--- config.mk ---
export PLATFORM = sky130hd
export DESIGN_NAME = fbape_ctrl
export DESIGN_NICKNAME = d
export VERILOG_FILES = /design/src/rtl/fbape_pkg.sv /design/src/rtl/fbape_ctrl.sv
export SDC_FILE = /design/constraint.sdc
export NUM_CORES = 1
export LEC_CHECK = 0
export BUFFER_PORTS_ARGS = -buffer_cell sky130_fd_sc_hd__buf_2
export CAP_MARGIN = 20
export CORE_AREA = 2 2 39 41
export CTS_CLUSTER_DIAMETER = 60
export DETAILED_ROUTE_END_ITERATION = 16
export DIE_AREA = 0 0 41 43
export PLACE_DENSITY = 0.46
export SLEW_MARGIN = 20
export SYNTH_ARGS = -nofsm -noshare
export SYNTH_HDL_FRONTEND = slang
export SYNTH_SLANG_ARGS = --single-unit
--- constraint.sdc ---
create_clock -name clk -period 2.9 [get_ports clk]
set_input_delay 0 -clock clk [delete_from_list [all_inputs] [get_ports clk]]
set_output_delay 0 -clock clk [all_outputs]
set_load 0.02 [all_outputs]
--- src/rtl/fbape_pkg.sv ---
// fbape_pkg: shared constants, types and the divide-by-255 helper
// for the alpha pixel engine; no dependencies
package fbape_pkg;

  localparam int MAX_WIDTH  = 512;
  localparam int MAX_HEIGHT = 512;
  localparam int DEPTH      = MAX_WIDTH * MAX_HEIGHT;

  // fixed field widths
  localparam int COORD_W    = 12;
  localparam int COLOR_W    = 32;
  localparam int CFG_IDX_W  = 2;
  localparam int CFG_DATA_W = 10;
  localparam int DIM_W      = 10;
  localparam int GA_W       = 9;
  localparam int GA_MAX     = 256;

  // widths derived from the framebuffer size
  localparam int X_W    = (MAX_WIDTH > 1) ? $clog2(MAX_WIDTH) : 1;
  localparam int Y_W    = (MAX_HEIGHT > 1) ? $clog2(MAX_HEIGHT) : 1;
  localparam int WS_W   = $clog2(MAX_WIDTH + 1);
  localparam int HS_W   = $clog2(MAX_HEIGHT + 1);
  localparam int ADDR_W = (DEPTH > 1) ? $clog2(DEPTH) : 1;
  localparam int CMP_W  = ((WS_W > HS_W) ? WS_W : HS_W) > COORD_W ?
                          ((WS_W > HS_W) ? WS_W : HS_W) : COORD_W;

  // register indexes
  localparam logic [CFG_IDX_W-1:0] REG_SCREEN_WIDTH  = 2'd0;
  localparam logic [CFG_IDX_W-1:0] REG_SCREEN_HEIGHT = 2'd1;
  localparam logic [CFG_IDX_W-1:0] REG_GLOBAL_ALPHA  = 2'd2;

  typedef enum logic [1:0] {
    MODE_WRITE,
    MODE_PIXEL_BLEND,
    MODE_GLOBAL_BLEND,
    MODE_READ
  } mode_t;

  typedef enum logic [2:0] {
    ST_IDLE,
    ST_ADDR,
    ST_READ,
    ST_MIX,
    ST_DONE
  } state_t;

  typedef struct packed {
    logic capture;
    logic calc;
    logic mix;
    logic finish;
  } cmd_t;

  typedef struct packed {
    logic  clip;
    mode_t mode;
    logic  color_zero;
  } sts_t;

  // floor(m / 255) for m <= 65025: reciprocal estimate, then one correction
  function automatic logic [7:0] div255(input logic [15:0] m);
    logic [24:0] prod;
    logic [7:0]  q0;
    logic [15:0] back;
    logic [15:0] rem;
    prod = {9'd0, m} + {1'b0, m, 8'd0};
    q0   = prod[23:16];
    back = {q0, 8'd0} - {8'd0, q0};
    rem  = m - back;
    if (rem >= 16'd255) begin
      q0 = q0 + 8'd1;
    end
    return q0;
  endfunction

endpackage

--- src/rtl/fbape_ctrl.sv ---
// fbape_ctrl: sequencer for one pixel operation at a time
// depends on fbape_pkg
module fbape_ctrl import fbape_pkg::*; (
  input  logic clk,
  input  logic rst_n,
  input  logic in_valid,
  output logic in_ready,
  output logic out_valid,
  input  logic out_ready,
  input  sts_t sts,
  output cmd_t cmd
);

  state_t state_r, state_nxt;
  logic   out_valid_r, out_valid_nxt;
  logic   accept;
  logic   slot_free;

  assign in_ready  = (state_r == ST_IDLE);
  assign accept    = in_valid && in_ready;
  assign slot_free = !out_valid_r || out_ready;
  assign out_valid = out_valid_r;

  always_ff @(posedge clk) begin
    if (!rst_n) begin
      state_r     <= ST_IDLE;
      out_valid_r <= 1'b0;
    end else begin
      state_r     <= state_nxt;
      out_valid_r <= out_valid_nxt;
    end
  end

  always_comb begin
    state_nxt = state_r;
    cmd       = '0;
    case (state_r)
      ST_IDLE: begin
        if (accept) begin
          cmd.capture = 1'b1;
          state_nxt   = ST_ADDR;
        end
      end
      ST_ADDR: begin
        cmd.calc = 1'b1;
        if (sts.clip || sts.mode == MODE_WRITE ||
            (sts.mode == MODE_PIXEL_BLEND && sts.color_zero)) begin
          state_nxt = ST_DONE;
        end else begin
          state_nxt = ST_READ;
        end
      end
      ST_READ: begin
        state_nxt = (sts.mode == MODE_READ) ? ST_DONE : ST_MIX;
      end
      ST_MIX: begin
        cmd.mix   = 1'b1;
        state_nxt = ST_DONE;
      end
      ST_DONE: begin
        if (slot_free) begin
          cmd.finish = 1'b1;
          state_nxt  = ST_IDLE;
        end
      end
      default: begin
        state_nxt = ST_IDLE;
      end
    endcase
  end

  always_comb begin
    out_valid_nxt = out_valid_r;
    if (cmd.finish) begin
      out_valid_nxt = 1'b1;
    end else if (out_ready) begin
      out_valid_nxt = 1'b0;
    end
  end

  a_finish_slot: assert property (@(posedge clk) disable iff (!rst_n)
    cmd.finish |-> (!out_valid_r || out_ready))
    else $error("result loaded while output register still occupied");

  a_finish_valid: assert property (@(posedge clk) disable iff (!rst_n)
    cmd.finish |=> out_valid_r)
    else $error("finished operation did not present a result");

  a_accept_busy: assert property (@(posedge clk) disable iff (!rst_n)
    accept |=> (state_r == ST_ADDR))
    else $error("accepted transaction did not start address stage");

  a_clip_skip: assert property (@(posedge clk) disable iff (!rst_n)
    (state_r == ST_ADDR && sts.clip) |=> (state_r == ST_DONE))
    else $error("clipped transaction touched the framebuffer");

endmodule

==> impl_metrics.ini, run 1 <==
[grt]
grt_max_degree = 9
grt_usage_pct = 7.03
grt_pass1_vias = 216
grt_pass1_wl_um = 800
antenna_found_initial = 0
grt_overflow = 0

[setup_path]
start_kind = flip-flop
reg2reg_slack_ns = 1.81
ff2ff_path_depth = 2
arrival_ns = 1.14
path_class = flip-flop to primary output
cp_max_fo = 8
critPathRequiredTime_ns = 2.90
cp-end-kind = primary output

[finish]
n_antenna_cell = 0
layout.cells.non_filler = 59
multi_input_area_sq_um = 126
seq_area_sq_um = 80.1
drive_above_1_share_pct = 37.2
final_area_sq_um = 322
final_nets = 53
final_core_util_pct = 23.2
num-fill-cells = 162
syn_to_final_growth_pct = 45.2

[synthesis]
synth_most_common_cell = dfxtp_1
synthFlopType = dfxtp_1
synth_top_area_cell = dfxtp_1
syn-cell-area_sq_um = 221
ys_types = 17
yosys_warnings = 0
ys_async_sr_fraction_pct = 0
synth_commonest_cells = dfxtp_1 (4), a21oi_1 (3)
synthesis.nets = 36
synthDominantCellAreaShare_pct = 36.2
synth_edf_count = 0
synth-seq-cells = 4
synth_area_per_cell_sq_um = 7.91
synthTopCellsByArea = dfxtp_1 (36%), a21oi_1 (6.8%), nor3b_1 (6.8%)
syn_inst = 28
synth-seq-area-share_pct = 36.2

[clocking]
hold_buffers = 0
postCtsSetupBuffers = 0
ctsLongestPathBuffers = 2
cts-root-buf = clkbuf_4
cts.sinks = 4
cts_tree = yes
clk_pin_slew_worst_paths_ns = 0.04
cts_buffers = 3
post_cts_resized = 0
h-tree-depth = 1
clk_latency_ns = 0.23

[outcome]
status = finished clean

[sta]
rsz0062_at_grt = false
period_needed_ns = 1.14
max_freq_mhz = 877
setup_viol_count_final = 0
final_hold_viol_count = 0
fin_setup_tns_ns = 0
maxSlewHeadroom_pct = 84.2
drv_slew = 0
worst_slew_pin_slew_ns = 0.237
layout_setup_ws_ns = 1.76
skew_ns = 0.000613
fin_crit_sh_pct = 39.3

[power_and_ir_drop]
clkPwrFrac_pct = 42.3
internal_power_w = 0.000117
swShare_pct = 26.4
p_seq_share_pct = 38.8
p_per_area_mw_per_mm2 = 496
peakVddDrop_mv = 0.137
p_sw_w = 0.0000422
power.share.combinational_pct = 18.9
leakage_nw = 0.144

[place]
dpl_worst_slack_ns = 1.83
portBuffers = 13
place_congestion = 0.663
dp_hpwl_um = 437
dp.cells = 56
placed_cell_area_sq_um = 299

[floorplanning]
io-pin-count = 14
start_util_pct = 16.0
core-area_sq_mm = 0.00138
fp.dieH_um = 43
dieArea_sq_mm = 0.00176
rows = 14
die_w_um = 41

[drt]
wirelength_um = 563
viasPerCell = 4.03
drcViolationCount = 0
avgRoutedWirePerCell_um = 9.54
first_iter_violations = 0
first_pass_iters = 1
ant_nets = 0
vias = 238

[worst_hold_path]
hold_depth = 2
holdCritPathClass = input pin to flip-flop

[flow_run]
drv_cap = 0
sequential cells by signal, indices dropped and copies added (netlist names):
| signal | flops |
|---|---|
| state_r | 3 |
| out_valid | 1 |
stage by stage:
stage | hold slack, ns | power [W]
detailed placement | 0.288 | 0.0000931
global placement | 0.281 | 0.0000931
finish | 0.0451 | 0.000160
CTS | 0.0411 | 0.000164
global route | 0.0519 | 0.000172
floorplan | 0.153 | 0.0000806
power groups by stage:
stage | logic (W) | clock network [W] | registers [W]
2_1_floorplan | 0.0000184 | 0 | 0.0000622
6_report | 0.0000301 | 0.0000676 | 0.0000619
5_1_grt | 0.0000338 | 0.0000757 | 0.0000623
3_5_place_dp | 0.0000305 | 0 | 0.0000626
4_1_cts | 0.0000306 | 0.0000721 | 0.0000617
3_3_place_gp | 0.0000306 | 0 | 0.0000625
cell usage in the layout (no fill, tap or decap):
cell type / Yosys / routed
nor3_1: 2 / 2
nand3_1: 1 / 1
a21boi_0: 1 / 1
o32a_1: 1 / 1
nand2_1: 2 / 2
clkbuf_4: 0 / 3
nor3b_1: 2 / 2
a21oi_1: 3 / 3
nand2b_1: 2 / 2
buf_2: 0 / 13
dfxtp_1: 4 / 4
or4b_1: 1 / 1
a21boi_1: 1 / 1
nor2_1: 1 / 1
inv_1: 2 / 2
o21ai_0: 2 / 2
and2_1: 1 / 1
and3_1: 1 / 1
metal layers:
metal / GRT usage (%) / vias to the layer above / part of all wire, %
li1: - / 130 / -
met1: 9.65 / 100 / 48
met2: 7.81 / 8 / 44
met3: 1.57 / 0 / 7.8
met4: 8.00 / 0 / 0
met5: 0 / - / 0
logic make-up (layout without fill, tap and decap cells):
group                  Yosys count  count (layout)  share of synthesized area (%)
DFF                              4               4                           36.2
AOI/OAI and AO/OA                8               8                           22.6
and+or+nand+nor                 13              13                           34.5
buffers and inverters            3              18                           6.78
final timing paths:
| check | endpoint | from |
|---|---|---|
| hold / removal | out_valid | rst_n |
| setup / recovery | cmd[1] | state_r[1] |
| setup reg to reg | state_r[1] | state_r[1] |
| hold reg to reg | out_valid | out_valid |
worst max-delay path: stages (launching register included):
cell     delay, ns
dfxtp_1       0.44
inv_1         0.09
nor3b_1       0.19
buf_2         0.19
final cells by class:
| type | count | area share [%] |
|---|---|---|
| inverters | 2 | 2.33 |
| flip-flops and latches | 4 | 24.9 |
| multi-input cells | 21 | 39.3 |
| repair buffers | 13 | 20.2 |
| clock buffers | 3 | 7.00 |
| well taps | 16 | 6.23 |
Note: power is estimated with default switching activity, not from simulation.
==> run 2, diff against run 1 <==
--- a/config.mk
+++ b/config.mk
@@ -5,13 +5,14 @@
 export SDC_FILE = /design/constraint.sdc
 export NUM_CORES = 1
 export LEC_CHECK = 0
+export ABC_AREA = 1
 export BUFFER_PORTS_ARGS = -buffer_cell sky130_fd_sc_hd__buf_2
 export CAP_MARGIN = 20
 export CORE_AREA = 2 2 39 41
 export CTS_CLUSTER_DIAMETER = 60
 export DETAILED_ROUTE_END_ITERATION = 16
 export DIE_AREA = 0 0 41 43
-export PLACE_DENSITY = 0.46
+export PLACE_DENSITY = 0.54
 export SLEW_MARGIN = 20
 export SYNTH_ARGS = -nofsm -noshare
 export SYNTH_HDL_FRONTEND = slang
==> constraint.sdc (replaced) <==
create_clock -name clk -period 1 [get_ports clk]
set_input_delay 0 -clock clk [delete_from_list [all_inputs] [get_ports clk]]
set_output_delay 0 -clock clk [all_outputs]
set_load 0.02 [all_outputs]
==> run 2 against run 1 <==
  * The flow now finishes with violations (negative setup slack)
  * Largest cell class unchanged
  * Routed wire length is 24% higher
  * Non-clock buffer count is 5 higher
  * Synthesized cell count is 61% higher
  * Highest routed layer is now met4
  * Register-to-register slack worse by 1.8 ns
  * Global-route usage is 3.6 points higher
  * Largest power group is now combinational cells
  * Combinational power grew to 9.1 times the previous value
==> impl_metrics.ini, run 2 <==
[outcome]
status = finished, violations left
failed_checks = negative setup slack

[sta]
layout_setup_ws_ns = -0.000183
fin_crit_sh_pct = 100
worst_slew_pin_slew_ns = 0.188
maxSlewHeadroom_pct = 87.4
fin_setup_tns_ns = -0.000193
rsz0062_at_grt = true
max_freq_mhz = 1000
setup_viol_count_final = 2
drv_slew = 0
period_needed_ns = 1.00
skew_ns = 0.00212
final_hold_viol_count = 0

[setup_path]
start_kind = flip-flop
ff2ff_path_depth = 6
cp_max_fo = 6
cp-end-kind = primary output
arrival_ns = 1.00
critPathRequiredTime_ns = 1.00
path_class = flip-flop to primary output

[power_and_ir_drop]
leakage_nw = 0.247
p_per_area_mw_per_mm2 = 1360
total_power_w = 0.000679
peakVddDrop_mv = 0.560

[finish]
layout_common_cells = nand2_1 (10), inv_1 (8), buf_2 (8), buf_4 (7)
largest-register = state_r
final_common_cell = nand2_1
final_nets = 74
syn_to_final_growth_pct = 65.8
largest_register_ffs = 3
layout.cells.non_filler = 80
final_core_util_pct = 36.0
drive_above_1_share_pct = 53.1
n_antenna_cell = 0

[flow_run]
drv_cap = 0

[clocking]
ctsLongestPathBuffers = 2
cts_tree = yes
cts_buffers = 3
h-tree-depth = 1
cts.sinks = 4
clk_pin_slew_worst_paths_ns = 0.04
cts-root-buf = clkbuf_4
clk_latency_ns = 0.24

[floorplanning]
start_util_pct = 21.7
dieArea_sq_mm = 0.00176
die_w_um = 41
core-area_sq_mm = 0.00138
rows = 14
fp.dieH_um = 43
io-pin-count = 14

[grt]
grt_pass1_wl_um = 1150
grt_overflow = 0
grt_usage_pct = 10.7
grt_max_degree = 8
antenna_found_initial = 0
grt_pass1_vias = 284

[synthesis]
synthDominantCellAreaShare_pct = 26.7
synth-seq-cells = 4
synthTopCellsByArea = dfxtp_1 (27%), nand2_1 (13%), inv_1 (10%)
synth_top_area_cell = dfxtp_1
ys_types = 18
synth-seq-area-share_pct = 26.7
syn_inst = 45
synthFlopType = dfxtp_1
ys_async_sr_fraction_pct = 0
synth_most_common_cell = nand2_1
synth_edf_count = 0
syn-cell-area_sq_um = 300
synth_commonest_cells = nand2_1 (10), inv_1 (8), dfxtp_1 (4), nand3_1 (4)
synthesis.nets = 53
yosys_warnings = 0
synth_area_per_cell_sq_um = 6.67

[drt]
drcViolationCount = 0
first_iter_violations = 2
wirelength_um = 700
ant_nets = 0
first_pass_iters = 2
avgRoutedWirePerCell_um = 8.75
vias = 336
viasPerCell = 4.20

[place]
dpl_worst_slack_ns = 0.0766
dp.cells = 73
place_congestion = 0.716
dp_hpwl_um = 535
portBuffers = 13

[worst_hold_path]
holdCritPathClass = input pin to flip-flop
hold_depth = 4
==> run 2: worst paths after layout <==
kind               from         end  slack [ns]
max          state_r[0]      cmd[3]     -0.0002
min              sts[3]  state_r[1]        0.03
max reg2reg  state_r[1]  state_r[0]        0.01
min reg2reg   out_valid   out_valid        0.50
==> run 2: timing repair <==
item / 4_1_cts / 5_1_grt
pin swaps: 3 / 3
endpoints found under the setup margin: 5 / 7
endpoints found under the hold margin: 1 / 0
gates resized for setup: 16 / 3
buffers inserted: 4 / 0
hold buffers: 1 / 0
==> run 2: where the power goes <==
group	internal, W	total [W]	switching (W)
sequential	0.000176	0.000201	0.0000254
combinational	0.000124	0.000273	0.000148
clock	0.000135	0.000205	0.0000709
total	0.000435	0.000679	0.000244
==> run 2: critical path, stage by stage, from the launching register on <==
cell,delay (ns)
dfxtp_2,0.32
inv_4,0.11
nand2_4,0.08
nor3_4,0.10
buf_4,0.15
==> run 2: stage by stage <==
step	instance area, sq um	hold slack, ns
after floorplan	308	0.0976
after detailed placement	394	0.241
after CTS	507	0.0213
final	498	0.0331
after global placement	394	0.237
after global routing	498	0.0768
==> run 2: layout make-up <==
cell class | count | area, sq um
multi-input combinational | 29 | 196
fill | 150 | 886
timing repair buffer | 18 | 125
inverter | 10 | 45.0
sequential | 4 | 88.8
tap | 16 | 20.0
clock buffer | 3 | 22.5
==> run 2: cells by family after synthesis <==
| kind of cell | synth area share, % |
|---|---|
| and+or+nand+nor | 48.8 |
| buffers and inverters | 19.6 |
| DFF | 26.7 |
| AOI/OAI and AO/OA | 5.00 |
==> run 2: metal layers <==
metal,track usage [%],routed length (um),vias up
met3,6.28,58,5
met2,12.8,319,14
met1,12.3,291,141
li1,-,-,176
met4,10.0,30,0
met5,0,0,-
==> run 3, diff against run 2 <==
--- a/config.mk
+++ b/config.mk
@@ -13,6 +13,7 @@
 export DETAILED_ROUTE_END_ITERATION = 16
 export DIE_AREA = 0 0 41 43
 export PLACE_DENSITY = 0.54
+export SETUP_SLACK_MARGIN = 0.15
 export SLEW_MARGIN = 20
 export SYNTH_ARGS = -nofsm -noshare
 export SYNTH_HDL_FRONTEND = slang
==> run 3 against run 2 <==
  * The run still ends with negative setup slack left
  * Combinational power rose by 23%
  * Clock power up 5%
  * Global-route usage rose by 0.88 points
  * Flip-flop and latch count did not move
  * Clock skew up 0.0045 ns
  * Utilization rose by 3.7 points
  * Critical path depth shrank 1
  * Sequential power shrank 5%
  * Die area is the same
  * Final area up 10%
  * Critical path type unchanged
  * Worst setup slack worse by 0.024 ns
==> impl_metrics.ini, run 3 (same netlist as run 2, synthesis figures left out) <==
[place]
placed_cell_area_sq_um = 395
dp_hpwl_um = 533
place_congestion = 0.777
dp.cells = 74
portBuffers = 13
dpl_worst_slack_ns = 0.0754

[floorplanning]
fp.dieH_um = 43
io-pin-count = 14
core-area_sq_mm = 0.00138
die_w_um = 41
rows = 14
start_util_pct = 21.7
dieArea_sq_mm = 0.00176

[clocking]
cts.sinks = 4
h-tree-depth = 1
clk_pin_slew_worst_paths_ns = 0.04
cts_buffers = 3
cts-root-buf = clkbuf_4
ctsLongestPathBuffers = 2
cts_tree = yes
clk_latency_ns = 0.24

[sta]
period_needed_ns = 1.02
worst_slew_pin_slew_ns = 0.186
layout_setup_ws_ns = -0.0238
fin_crit_sh_pct = 102
whs_ns = 0.0514
final_hold_viol_count = 0
maxSlewHeadroom_pct = 87.5
rsz0062_at_grt = true
drv_slew = 0
setup_viol_count_final = 3
skew_ns = 0.00658
max_freq_mhz = 977

[setup_path]
cp_max_fo = 6
setup.worst_path.start = state_r[2]
path_class = flip-flop to primary output
path_buf_inv = 2
arrival_ns = 1.02
critPathTopFamily = flip-flops
worstPathCellList = buf_6, nor3_4, buf_6
critPathRequiredTime_ns = 1.00
start_kind = flip-flop
cpMaxStageDelayCell = dfxtp_2
cpMostUsedCell = buf_6
slowest_delay_ns = 0.31
cp-end-kind = primary output
timing.rr.start = state_r[0]

[finish]
final_common_cell = nand2_1
largest_register_ffs = 3
final_area_sq_um = 549
layout.cells.non_filler = 82
layout_common_cells = nand2_1 (10), inv_1 (8), buf_2 (8), buf_4 (6), buf_6 (5)
num-fill-cells = 142
drive_above_1_share_pct = 63.6
largest-register = state_r
syn_to_final_growth_pct = 82.9
final_nets = 76
final_core_util_pct = 39.7
n_antenna_cell = 0

[grt]
grtUsageMet2_pct = 17.5
grt_pass1_vias = 348
top_usage_layer = met2
grt_pass1_wl_um = 1320
use_met3_pct = 6.28
grt_use_met1_pct = 11.9
grt_overflow = 0
grt_max_degree = 8
antenna_found_initial = 0
grt_usage_pct = 11.5

[drt]
first_iter_violations = 3
vias = 360
avgRoutedWirePerCell_um = 10.8
drcViolationCount = 0
ant_nets = 0
viasPerCell = 4.39
first_pass_iters = 2
wirelength_um = 888

[power_and_ir_drop]
internal_power_w = 0.000465
p_per_area_mw_per_mm2 = 1350
power.share.combinational_pct = 45.2
swShare_pct = 37.5
leakage_nw = 0.272
peakVddDrop_mv = 0.607
clkPwrFrac_pct = 29.1
p_sw_w = 0.000279
p_seq_share_pct = 25.8

[outcome]
failed_checks = negative setup slack
status = finished, violations left

[worst_hold_path]
holdCritPathClass = input pin to flip-flop
hp-start = sts[3]

[flow_run]
drv_cap = 0
run 3: cell count changes in the layout (fill, tap and decap cells not counted), moves of 2 or more:
cell,before,now
a21oi_2,0,3
nor2_1,2,0
nor2_2,1,3
a21oi_1,3,0
buf_6,2,5
run 3: area by class of cell:
type                    count  area [sq um]  area share [%]
inverters                  10          47.5            8.66
multi-input cells          29           221            40.3
clock buffers               3          22.5            4.10
flip-flops and latches      4          86.3            15.7
well taps                  16          20.0            3.64
repair buffers             20           151            27.6
run 3: final timing paths:
check | endpoint | slack (ns) | cells after the start
max | cmd[1] | -0.02 | 3
min | state_r[1] | 0.05 | 4
max reg2reg | state_r[0] | 0 | 6
min reg2reg | out_valid | 0.56 | 2
run 3: worst register-to-register path, stage by stage, from the launching register on:
cell     delay (ns)
dfxtp_2        0.33
inv_6          0.11
nand2_4        0.07
buf_4          0.14
a21oi_2        0.15
nor2b_4        0.06
nor2_2         0.08
run 3: timing repair:
item / in CTS / in global routing
setup endpoints to repair: 8 / 9
endpoints found under the hold margin: 1 / 0
gates resized for setup: 18 / 9
pin swaps: 5 / 3
hold buffers: 1 / 0
buffers inserted: 3 / 1
run 3: metal layers:
layer	up-vias	wire [um]
met5	-	0
li1	182	-
met4	0	12
met3	2	66
met2	14	468
met1	162	340
run 3: power groups by stage:
stage,logic [W],clock network (W),registers (W)
2_1_floorplan,0.000175,0,0.000191
3_3_place_gp,0.000233,0,0.000189
3_5_place_dp,0.000233,0,0.000190
4_1_cts,0.000308,0.000222,0.000188
5_1_grt,0.000361,0.000235,0.000194
6_report,0.000336,0.000216,0.000191
run 3: stage by stage:
step,total power [W],setup TNS (ns)
2_1_floorplan,0.000367,0
3_3_place_gp,0.000422,0
3_5_place_dp,0.000423,0
4_1_cts,0.000718,-0.0606
5_1_grt,0.000789,-0.319
6_report,0.000743,-0.0569
